## src/rtl/core/vpa_pkg.sv

```systemverilog
`timescale 1ns / 1ps
// shared types and constants of the variable partition allocator
// no dependencies

package vpa_pkg;

   localparam int SlotCount = 64;
   localparam int SlotIdxW  = $clog2(SlotCount);
   localparam int CountW    = $clog2(SlotCount + 1);
   localparam int SizeW     = 16;
   localparam int IdW       = 8;
   localparam int PidW      = 7;

   typedef enum logic [1:0] {
      FUNC_ADD    = 2'd0,
      FUNC_REMOVE = 2'd1,
      FUNC_LIST   = 2'd2,
      FUNC_NONE   = 2'd3
   } func_type;

   typedef enum logic [2:0] {
      STATUS_ADDED      = 3'd0,
      STATUS_NO_MEMORY  = 3'd1,
      STATUS_TABLE_FULL = 3'd2,
      STATUS_REMOVED    = 3'd3,
      STATUS_NOT_FOUND  = 3'd4,
      STATUS_LIST_ENTRY = 3'd5,
      STATUS_LIST_EMPTY = 3'd6
   } status_type;

   typedef enum logic [1:0] {
      ST_IDLE,
      ST_REMOVE,
      ST_LIST,
      ST_DRAIN
   } state_type;

endpackage

```

## src/rtl/core/vpa_ram.sv

```systemverilog
`timescale 1ns / 1ps
// generic single-write, single-read ram with registered read data
// no dependencies

module vpa_ram #(
   parameter int WIDTH = 16,
   parameter int DEPTH = 64
) (
   input  logic                     clock,
   input  logic                     wr_en,
   input  logic [$clog2(DEPTH)-1:0] wr_addr,
   input  logic [WIDTH-1:0]         wr_data,
   input  logic [$clog2(DEPTH)-1:0] rd_addr,
   output logic [WIDTH-1:0]         rd_data
);

   logic [WIDTH-1:0] mem [DEPTH];
   logic [WIDTH-1:0] rd_data_ff;

   always_ff @(posedge clock) begin
      if (wr_en) begin
         mem[wr_addr] <= wr_data;
      end
      rd_data_ff <= mem[rd_addr];
   end

   assign rd_data = rd_data_ff;

endmodule

```

## src/rtl/core/variable_partition_allocator.sv

```systemverilog
`timescale 1ns / 1ps
// variable partition allocator top level: slot table, free counter, command sequencer
// depends on vpa_pkg and vpa_ram

// Commands are taken when start is high and busy is low; each result shows on the rsp_
// ports for one cycle with rsp_valid high, registered in the cycle after the work that
// makes it. An add is done in idle. A remove of a live slot passes through the remove
// state, which adds back the size read from the slot size ram; a remove of an unknown id
// is done in idle. A list with no live slot is done in idle; otherwise the scan runs up to
// the last live slot, then the drain state follows: the scan reads one slot of the size
// ram per cycle. Results cannot be held off, so the receiver must take one every cycle that
// rsp_valid is high. Writing csr_wr_data loads the free memory and empties the table; the
// user must write it only while the block is idle, as the block does not enforce this.

module variable_partition_allocator (
   input  logic                       clock,
   input  logic                       reset,
   input  logic                       start,
   output logic                       busy,
   input  logic [1:0]                 req_func,
   input  logic [vpa_pkg::SizeW-1:0]  req_request_size,
   input  logic [vpa_pkg::IdW-1:0]    req_target_id,
   output logic                       rsp_valid,
   output logic [2:0]                 rsp_status,
   output logic [vpa_pkg::PidW-1:0]   rsp_process_id,
   output logic [vpa_pkg::SizeW-1:0]  rsp_entry_size,
   output logic [vpa_pkg::SizeW-1:0]  rsp_free_memory,
   output logic                       rsp_last,
   input  logic                       csr_wr_en,
   input  logic [vpa_pkg::SizeW-1:0]  csr_wr_data
);

   import vpa_pkg::*;

   state_type state_ff, state_in;

   logic [CountW-1:0]    used_ff, used_in;
   logic [SizeW-1:0]     remaining_ff, remaining_in;
   logic [SlotCount-1:0] valid_ff, valid_in;
   logic [SlotCount-1:0] live_ff, live_in;
   logic [SlotIdxW-1:0]  scan_ff, scan_in;
   logic [PidW-1:0]      rm_id_ff, rm_id_in;

   logic                 hit_ff, hit_in;
   logic                 hit_last_ff, hit_last_in;
   logic [PidW-1:0]      hit_id_ff, hit_id_in;

   logic                 rsp_valid_ff, rsp_valid_in;
   status_type           rsp_status_ff, rsp_status_in;
   logic [PidW-1:0]      rsp_pid_ff, rsp_pid_in;
   logic [SizeW-1:0]     rsp_size_ff, rsp_size_in;
   logic [SizeW-1:0]     rsp_free_ff;
   logic                 rsp_last_ff, rsp_last_in;

   logic                 ram_we;
   logic [SlotIdxW-1:0]  ram_waddr;
   logic [SlotIdxW-1:0]  ram_raddr;
   logic [SizeW-1:0]     ram_rdata;

   logic                 accept;
   logic [IdW-1:0]       tid_m1;
   logic                 rm_ok;
   logic [SlotCount-1:0] live_now;
   logic [SlotCount-1:0] live_hi;
   logic                 scan_hit;
   logic                 scan_last;
   logic [SizeW:0]       rm_sum;
   logic [PidW-1:0]      rm_idx_w;

   assign busy   = (state_ff != ST_IDLE);
   assign accept = start && !busy;

   assign tid_m1 = req_target_id - IdW'(1);
   assign rm_ok  = (req_target_id != '0)
                && (req_target_id <= IdW'(used_ff))
                && valid_ff[tid_m1[SlotIdxW-1:0]];

   always_comb begin
      for (int i = 0; i < SlotCount; i++) begin
         live_now[i] = valid_ff[i] && (CountW'(i) < used_ff);
      end
   end

   // a live slot is the last one when nothing live sits above it
   assign live_hi   = live_ff >> scan_ff;
   assign scan_hit  = live_ff[scan_ff];
   assign scan_last = ((live_hi >> 1) == '0);

   assign rm_sum   = {1'b0, remaining_ff} + {1'b0, ram_rdata};
   assign rm_idx_w = rm_id_ff - PidW'(1);

   vpa_ram #(
      .WIDTH (SizeW),
      .DEPTH (SlotCount)
   ) u_size_ram (
      .clock   (clock),
      .wr_en   (ram_we),
      .wr_addr (ram_waddr),
      .wr_data (req_request_size),
      .rd_addr (ram_raddr),
      .rd_data (ram_rdata)
   );

   // next state
   always_comb begin
      state_in = state_ff;
      unique case (state_ff)
         ST_IDLE: begin
            if (accept) begin
               unique case (func_type'(req_func))
                  FUNC_REMOVE: state_in = rm_ok ? ST_REMOVE : ST_IDLE;
                  FUNC_LIST:   state_in = (live_now != '0) ? ST_LIST : ST_IDLE;
                  default:     state_in = ST_IDLE;
               endcase
            end
         end
         ST_REMOVE: state_in = ST_IDLE;
         ST_LIST: begin
            if (scan_hit && scan_last) begin
               state_in = ST_DRAIN;
            end
         end
         ST_DRAIN: state_in = ST_IDLE;
         default:  state_in = ST_IDLE;
      endcase
   end

   // datapath and outputs
   always_comb begin
      ram_we        = 1'b0;
      ram_waddr     = used_ff[SlotIdxW-1:0];
      ram_raddr     = scan_ff;
      used_in       = used_ff;
      remaining_in  = remaining_ff;
      valid_in      = valid_ff;
      live_in       = live_ff;
      scan_in       = scan_ff;
      rm_id_in      = rm_id_ff;
      hit_in        = 1'b0;
      hit_last_in   = hit_last_ff;
      hit_id_in     = hit_id_ff;
      rsp_valid_in  = 1'b0;
      rsp_status_in = STATUS_ADDED;
      rsp_pid_in    = '0;
      rsp_size_in   = '0;
      rsp_last_in   = 1'b1;

      unique case (state_ff)
         ST_IDLE: begin
            if (accept) begin
               unique case (func_type'(req_func))
                  FUNC_ADD: begin
                     rsp_valid_in = 1'b1;
                     rsp_size_in  = req_request_size;
                     priority if (req_request_size > remaining_ff) begin
                        rsp_status_in = STATUS_NO_MEMORY;
                     end else if (used_ff >= CountW'(SlotCount)) begin
                        rsp_status_in = STATUS_TABLE_FULL;
                     end else begin
                        ram_we                            = 1'b1;
                        valid_in[used_ff[SlotIdxW-1:0]]   = 1'b1;
                        used_in                           = used_ff + CountW'(1);
                        remaining_in  = remaining_ff - req_request_size;
                        rsp_status_in = STATUS_ADDED;
                        rsp_pid_in    = PidW'(used_ff) + PidW'(1);
                     end
                  end
                  FUNC_REMOVE: begin
                     ram_raddr = tid_m1[SlotIdxW-1:0];
                     rm_id_in  = req_target_id[PidW-1:0];
                     if (!rm_ok) begin
                        rsp_valid_in  = 1'b1;
                        rsp_status_in = STATUS_NOT_FOUND;
                     end
                  end
                  FUNC_LIST: begin
                     live_in = live_now;
                     scan_in = '0;
                     if (live_now == '0) begin
                        rsp_valid_in  = 1'b1;
                        rsp_status_in = STATUS_LIST_EMPTY;
                     end
                  end
                  default: begin
                  end
               endcase
            end
         end
         ST_REMOVE: begin
            remaining_in = rm_sum[SizeW] ? '1 : rm_sum[SizeW-1:0];
            valid_in[rm_idx_w[SlotIdxW-1:0]] = 1'b0;
            rsp_valid_in  = 1'b1;
            rsp_status_in = STATUS_REMOVED;
            rsp_pid_in    = rm_id_ff;
            rsp_size_in   = ram_rdata;
         end
         ST_LIST: begin
            hit_in      = scan_hit;
            hit_last_in = scan_last;
            hit_id_in   = PidW'(scan_ff) + PidW'(1);
            scan_in     = scan_ff + SlotIdxW'(1);
         end
         ST_DRAIN: begin
         end
         default: begin
         end
      endcase

      // size of a listed slot arrives from the ram in the cycle after its scan
      if (hit_ff) begin
         rsp_valid_in  = 1'b1;
         rsp_status_in = STATUS_LIST_ENTRY;
         rsp_pid_in    = hit_id_ff;
         rsp_size_in   = ram_rdata;
         rsp_last_in   = hit_last_ff;
      end
   end

   always_ff @(posedge clock) begin
      if (reset) begin
         state_ff     <= ST_IDLE;
         used_ff      <= '0;
         remaining_ff <= '0;
         valid_ff     <= '0;
         hit_ff       <= 1'b0;
         rsp_valid_ff <= 1'b0;
      end else begin
         state_ff     <= state_in;
         hit_ff       <= hit_in;
         rsp_valid_ff <= rsp_valid_in;
         if (csr_wr_en) begin
            used_ff      <= '0;
            remaining_ff <= csr_wr_data;
            valid_ff     <= '0;
         end else begin
            used_ff      <= used_in;
            remaining_ff <= remaining_in;
            valid_ff     <= valid_in;
         end
      end
   end

   always_ff @(posedge clock) begin
      live_ff       <= live_in;
      scan_ff       <= scan_in;
      rm_id_ff      <= rm_id_in;
      hit_last_ff   <= hit_last_in;
      hit_id_ff     <= hit_id_in;
      rsp_status_ff <= rsp_status_in;
      rsp_pid_ff    <= rsp_pid_in;
      rsp_size_ff   <= rsp_size_in;
      rsp_free_ff   <= remaining_in;
      rsp_last_ff   <= rsp_last_in;
   end

   assign rsp_valid       = rsp_valid_ff;
   assign rsp_status      = rsp_status_ff;
   assign rsp_process_id  = rsp_pid_ff;
   assign rsp_entry_size  = rsp_size_ff;
   assign rsp_free_memory = rsp_free_ff;
   assign rsp_last        = rsp_last_ff;

endmodule

```

## config.mk

```make
export PLATFORM = sky130hd
export DESIGN_NAME = variable_partition_allocator
export DESIGN_NICKNAME = d
export VERILOG_FILES = /design/src/rtl/core/vpa_pkg.sv /design/src/rtl/core/vpa_ram.sv /design/src/rtl/core/variable_partition_allocator.sv
export SDC_FILE = /design/constraint.sdc
export NUM_CORES = 2
export LEC_CHECK = 0
export BUFFER_PORTS_ARGS = -buffer_cell sky130_fd_sc_hd__buf_4
export CORE_MARGIN = 4
export CORE_UTILIZATION = 63
export CTS_CLUSTER_SIZE = 24
export DETAILED_ROUTE_END_ITERATION = 10
export PLACE_DENSITY = 0.8
export SLEW_MARGIN = 20
export SYNTH_ARGS = -nofsm -noshare
export SYNTH_HDL_FRONTEND = slang
export SYNTH_HIERARCHICAL = 1
export SYNTH_SLANG_ARGS = --single-unit
```

## constraint.sdc

```tcl
create_clock -name clock -period 4.8 [get_ports clock]
set_input_delay 0.24 -clock clock [delete_from_list [all_inputs] [get_ports clock]]
set_output_delay 0.24 -clock clock [all_outputs]
set_load 0.01 [all_outputs]
```

* Word-level counts from Yosys, hierarchy flattened
Memories as Yosys holds them, arrays and structs flattened. A register that Yosys moved wholly into a read port is not among the register bits.
Cells that the tools add are included.
** Word-level totals
- Memories :: 1
- Input port bits :: 46
- Bits in registers :: 219
- Output and inout port bits :: 45
- RAM bits :: 1024
- Logic and storage cells :: 266
** Memory list
- u_size_ram.mem :: depth 64, width 16, rd ports 1, clocked after Yosys merged registers in 1, wr ports 1, RTL line vpa_ram.sv:17 : logic [WIDTH-1:0] mem [DEPTH];
** Cells by class
- Bitwise operators :: 6
- Shift operators :: 1
- Magnitude comparators :: 73
- Equal/unequal tests :: 11
- Reductions and logical operators :: 89
- Multiplexer cells :: 62
- Add/sub/neg operators :: 7
** Operators by type and width (count)
- 2-to-1 mux 64 bit :: 4
- less-than comparator 6 x 7 -> 1 bit, first input constant :: 32
- 2-to-1 mux 16 bit :: 9
- zero test 64 bit :: 2
- one-hot mux 64 bit (2 select lines) :: 1
- less-than comparator 5 x 7 -> 1 bit, first input constant :: 16
- logical AND 1 bit :: 70
- bitwise AND 64 bit :: 1
- NOT 64 bit :: 1
- OR 64 bit :: 1
- one-hot mux 16 bit (2 select lines) :: 2
- nonzero test 64 bit :: 1
- >> shifter 64 x 6 -> 64 bit :: 1
- less-than comparator 4 x 7 -> 1 bit, first input constant :: 8
- 2-to-1 mux 7 bit :: 5
- 2-to-1 mux 6 bit :: 5
- less-than comparator 3 x 7 -> 1 bit, first input constant :: 4
- less-than comparator 6 x 7 -> 1 bit, second input constant :: 4
- adder 16 x 16 -> 17 bit :: 1
- greater-than comparator 16 bit :: 1
- 2-to-1 mux 1 bit :: 16
- subtractor 16 bit :: 1
- less-than comparator 1 x 7 -> 1 bit, first input constant :: 2
- less-than comparator 2 x 7 -> 1 bit, first input constant :: 2
- 32 further kinds :: 59

* Depth between registers and ports, before layout
- Depth in word-level cells :: 10
- Depth in mapped cells :: 17
- Depth with buffers taken out :: 14

* Hierarchy
The synthesis kept the hierarchy.
** By module, submodules not included
- vpa_ram :: cells each 1835, area an instance 40075.9 um^2, sequential area each 31069.8 um^2, instances 1
- variable_partition_allocator :: cells each 1590, area an instance 14826.7 um^2, sequential area each 5235.0 um^2, instances 1

* Worst setup path before layout
No wires, ideal clock.
- Path type :: register to register
- From :: register remaining_ff[0]
- To :: memory u_size_ram.mem[44][0], enable pin
- Period minus slack after synthesis :: 4.423 ns
- Setup time :: 0.409 ns
- Data required time :: 4.391 ns
- Path slack :: 0.377 ns
- Cell stages (with the launch flop) :: 16
- Buffers on the path :: 3
- Arrival :: 4.013 ns
- Cell sequence :: dfxtp_1 > inv_1 > ha_1 > inv_1 > fa_1 > a21o_1 > a21oi_1 > o21ai_0 > a31o_2 > a21oi_4 > inv_2 > clkbuf_1 > clkbuf_1 > clkbuf_1 > nand4b_1 > nor3_1
** Between the ends
- Longest elaborated chain between the ends :: 7
** RTL lines
- start, declared :: RTL line variable_partition_allocator.sv:38 : logic [SizeW-1:0] remaining_ff, remaining_in;
- start signal, assigned :: RTL line variable_partition_allocator.sv:233 : remaining_ff <= csr_wr_data;
- start signal, assigned :: RTL line variable_partition_allocator.sv:237 : remaining_ff <= remaining_in;
- greater-than comparator 16 bit :: RTL line variable_partition_allocator.sv:155 : priority if (req_request_size > remaining_ff) begin
- 2-to-1 mux 1 bit :: RTL line variable_partition_allocator.sv:155
- 2-to-1 mux 1 bit :: RTL line variable_partition_allocator.sv:151 : unique case (func_type'(req_func))
- 2-to-1 mux 1 bit :: RTL line variable_partition_allocator.sv:150 : if (accept) begin
- 2-to-1 mux 1 bit :: RTL line variable_partition_allocator.sv:148 : unique case (state_ff)
- net ram_we :: RTL line variable_partition_allocator.sv:55 : logic ram_we;
- 2-to-1 mux 1 bit :: RTL line vpa_ram.sv:21 : if (wr_en) begin
- 2-to-1 mux 1 bit (not written as such) :: RTL line vpa_ram.sv:22 : mem[wr_addr] <= wr_data;
- end, declared :: RTL line vpa_ram.sv:17
The timed path passes the listed nets, and every way through them passes these cells.

* Final worst setup path
- From :: register u_size_ram.rd_data_ff[0] (netlist: u_size_ram/rd_data[0]), read port of u_size_ram.mem
- To :: register remaining_ff[6]
** Between the ends
- Longest elaborated chain between the ends :: 4
** RTL lines
- start, declared :: RTL line vpa_ram.sv:18 : logic [WIDTH-1:0] rd_data_ff;
- adder 16 x 16 -> 17 bit :: RTL line variable_partition_allocator.sv:89 : assign rm_sum = {1'b0, remaining_ff} + {1'b0, ram_rdata};
- 2-to-1 mux 16 bit :: RTL line variable_partition_allocator.sv:190 : remaining_in = rm_sum[SizeW] ? '1 : rm_sum[SizeW-1:0];
- one-hot mux 16 bit (2 select lines) :: RTL line variable_partition_allocator.sv:148
- 2-to-1 mux 16 bit :: RTL line variable_partition_allocator.sv:231 : if (csr_wr_en) begin
Every way passes these cells.
A chain may end at the register's enable or synchronous reset.

==> results by group <==
Floorplanning
  • Die width: 303 um
  • Initial Util: a little under two thirds
  • Die area: 91,900 um^2
  • Core Area: 86,600 um^2
  • Die height: 303 um
  • FP Rows: ~110
  • Top Ports: 91

Clock network
  • Clock buffer depth: 3
  • TritonCTS buffer count: ~120
  • Cts hold-fix bufs: 51
  • CTS tree: done
  • Clk sinks: ~1.3k
  • Clock transition at path regs: ~0.060 ns
  • Worst-Skew Late Latency: a little over 0.7 ns
  • PostCTS Resize Cnt: 0
  • H-tree depth: 3
  • Post-CTS setup buffer count: 0
  • CTS root buf: clkbuf_16

Yosys
  • List of most frequent post-synthesis cells: edfxtp_1, mux4_2, a21oi_1
  • Sequential area share after synthesis: 66.1%
  • Synth Net Count: 3,521
  • EDFF count, synth: 1,109
  • Post-synth cell types: 97
  • Area leader, netlist: edfxtp_1
  • Synthesized instance count: 3,425
  • Top-area cell type share of the netlist area: around three fifths
  • Seq cells post-synth: 1,259
  • Syn avg cell area: 16.0 um^2
  • Synth Cell Area: 54,900 um^2
  • Commonest register cell after synthesis: edfxtp_1
  • Count leader, synth: edfxtp_1
  • Post-synth ARST share: 0%
  • Syn. warnings: 6
  • Synth top area cells: edfxtp_1, mux4_2, dfxtp_1

Place
  • Post-DP Area: 57,300 um^2
  • GP Congestion: between 0.9 and 1
  • Hpwl dp: around 110,000 um
  • IO buf count: 90

Power and ir drop
  • Flop pwr share: ~52%
  • Clk pwr share: between 40% and 50%
  • P_sw: 5.23 mW
  • Total Power Consumption: 23.1 mW
  • VDD IR max: 0.558 mV
  • Net Sw Frac: 22.7%
  • Internal power: 17.8 mW
  • Power Dens Cells: 374 nW/um^2
  • Pleak: 20.6 nW
  • Comb pwr share: 6.9%

Worst setup path
  • Worst path slowest cell: dlygate4sd3_1
  • Arr. time, crit path: 5.14 ns
  • Crit Path Category: flop to flop
  • CP max FO: 11
  • CP required: about 5.5 ns
  • Critical path, cell by cell: ha_1 > inv_1 > fa_1 > nor2b_1 > o21ai_1 > a21oi_1 > o21ai_0 > o21ai_1 > a21o_1 > a21oi_1 > a311o_1 > a221oi_1 > dlygate4sd3_1
  • Critical Path Start Type: flop
  • Crit. End Element: flop
  • Critical path's largest stage delay: 0.61 ns

STA
  • Unrepaired setup endpoints after global routing: false
  • Final hold vios: 0
  • Slew @ Worst Pin: roughly 1.1 ns
  • Tmin final: 4.49 ns
  • Rel. slew slack: 29.7%
  • Max-slew violation count: 0
  • Period utilisation layout: 93.5%
  • Fin Setup TNS: 0 ns
  • Final setup viols: 0
  • F_max: 223 MHz
  • Clk_skew: between 0.03 and 0.04 ns

Min path
  • Hold Path Class: input port to flop

Detailed routing
  • WL met2: 77,400 um
  • Routed length per instance: 34.5 um
  • Metal3 WL: around 25,000 um
  • TritonRoute pass-1 iters: 9
  • Post-route DRC: 2
  • Vias after detailed routing: 35.5k
  • M1 WL: between 50,000 and 60,000 um
  • Post-route ant nets: 0
  • Via density per instance: 7.26
  • Drt first-iter violations: 5,714
  • Drt total wl: 169,000 um
  • Highest Signal Layer: met5

Finish
  • Fraction of layout cells with a size suffix above 1: 21.4%
  • Final instance area: slightly above 60,000 um^2
  • Area Overhead vs Synth: 12.3%
  • Nets@finish: roughly 3.7k
  • Fillcell total: 5,153

Global route
  • Largest net degree at the start of global routing: just under 90
  • GR Overflow Total: 0
  • First-pass GRT wire length: roughly 240,000 um
  • Gr usage total: 37.0%
  • Initial antenna violation count: 10
  • Vias in the first global route: 34.3k

Status
  • Failing checks: DRC
  • Outcome: finished with violations

Job
  • Max-cap viol count: 0
sequential cells by signal, summed over array words and instances (netlist names):
signal,count
live_ff,64
hit_id_ff,7
scan_ff,6
remaining_ff,16
rsp_free_memory,16
rsp_valid,1
hit_last_ff,1
rm_id_ff,7
rsp_process_id,7
u_size_ram/mem,1024
rsp_last,1
valid_ff,64
hit_ff,1
rsp_entry_size,16
state_ff,2
used_ff,7
rsp_status,3
u_size_ram/rd_data,16
logic make-up (layout without fill, tap and decap cells):
kind of cell	count (synthesis)	count (layout)	share of synthesized area, %
compound gates	674	674	8.63
xor+xnor	41	41	0.654
other cells	0	7	0
fa+ha+maj	50	50	1.17
mux	428	428	14.4
buf+inv	306	607	2.90
simple gates	667	667	6.14
flops	1259	1259	66.1
per-layer routing:
layer  global-route usage [%]  vias up
met4                     14.4        4
met5                        0        -
met3                     10.9      489
li1                         -    14178
met2                     57.0     3115
met1                     50.8    17688
power groups by stage:
| stage | Combinational (mW) | Sequential, mW | Clock [mW] |
|---|---|---|---|
| floorplan | 0.900 | 12.2 | 0 |
| global placement | 1.45 | 12.3 | 0 |
| detailed placement | 1.48 | 12.3 | 0 |
| CTS | 1.55 | 12.0 | 9.44 |
| global route | 1.67 | 12.0 | 9.94 |
| finish | 1.59 | 12.0 | 9.42 |
worst paths after layout:
path                           to  slack, ns  cells after the start             startpoint
setup / recovery  remaining_ff[6]       0.31                     13  u_size_ram/rd_data[0]
hold reg to reg          rsp_last       0.45                      1            hit_last_ff
setup reg to reg  remaining_ff[6]       0.31                     13  u_size_ram/rd_data[0]
hold / removal    remaining_ff[0]       0.04                      2              csr_wr_en
cell usage in the layout (no fill, tap or decap), types with 32 or more instances in the layout:
| cell type | netlist | routed |
|---|---|---|
| clkbuf_16 | 0 | 123 |
| mux4_2 | 278 | 278 |
| nor2_1 | 170 | 170 |
| ha_1 | 48 | 48 |
| nor3_1 | 44 | 34 |
| nand3_1 | 52 | 52 |
| nor2b_1 | 56 | 56 |
| inv_1 | 81 | 81 |
| and2_1 | 33 | 33 |
| a21oi_1 | 171 | 171 |
| a22oi_1 | 46 | 46 |
| a211oi_1 | 86 | 86 |
| buf_4 | 20 | 242 |
| mux2i_1 | 110 | 110 |
| edfxtp_1 | 1109 | 1109 |
| dfxtp_1 | 150 | 149 |
| o21ai_0 | 74 | 68 |
| dlygate4sd3_1 | 0 | 51 |
| mux2_2 | 32 | 32 |
| nand2_1 | 151 | 151 |
worst max-delay path: cells and delay by family, from the launching register on:
family                   cells  cell delay [ns]
AO/OA/AOI/OAI                8             2.41
adder cells (fa/ha/maj)      2             0.67
buffers and inverters        2             0.67
flip-flops                   1             0.54
AND/OR/NAND/NOR              1             0.14
cell type report:
| type | count | area, um^2 | share of cell area [%] |
|---|---|---|---|
| Tap cell | 1155 | 1450 | 2.34 |
| Multi-Input combinational cell | 1860 | 17100 | 27.8 |
| Clock buffer | 148 | 3180 | 5.16 |
| Clock inverter | 69 | 666 | 1.08 |
| Sequential cell | 1259 | 36300 | 58.9 |
| Inverter | 84 | 315 | 0.511 |
| Antenna cell | 7 | 17.5 | 0.0284 |
| Timing Repair Buffer | 306 | 2590 | 4.20 |
metrics by stage:
stage,util [%],std cells,setup slack [ns],hold slack [ns]
global placement,66.1,4613,0.783,0.411
CTS,71.2,4881,0.499,0.0126
detailed placement,66.1,4613,0.647,0.434
finish,71.2,4888,0.311,0.0426
global route,71.2,4881,0.133,0.0455
floorplan,-,3425,0.377,0.339
Note: power is estimated with default switching activity, not from simulation.
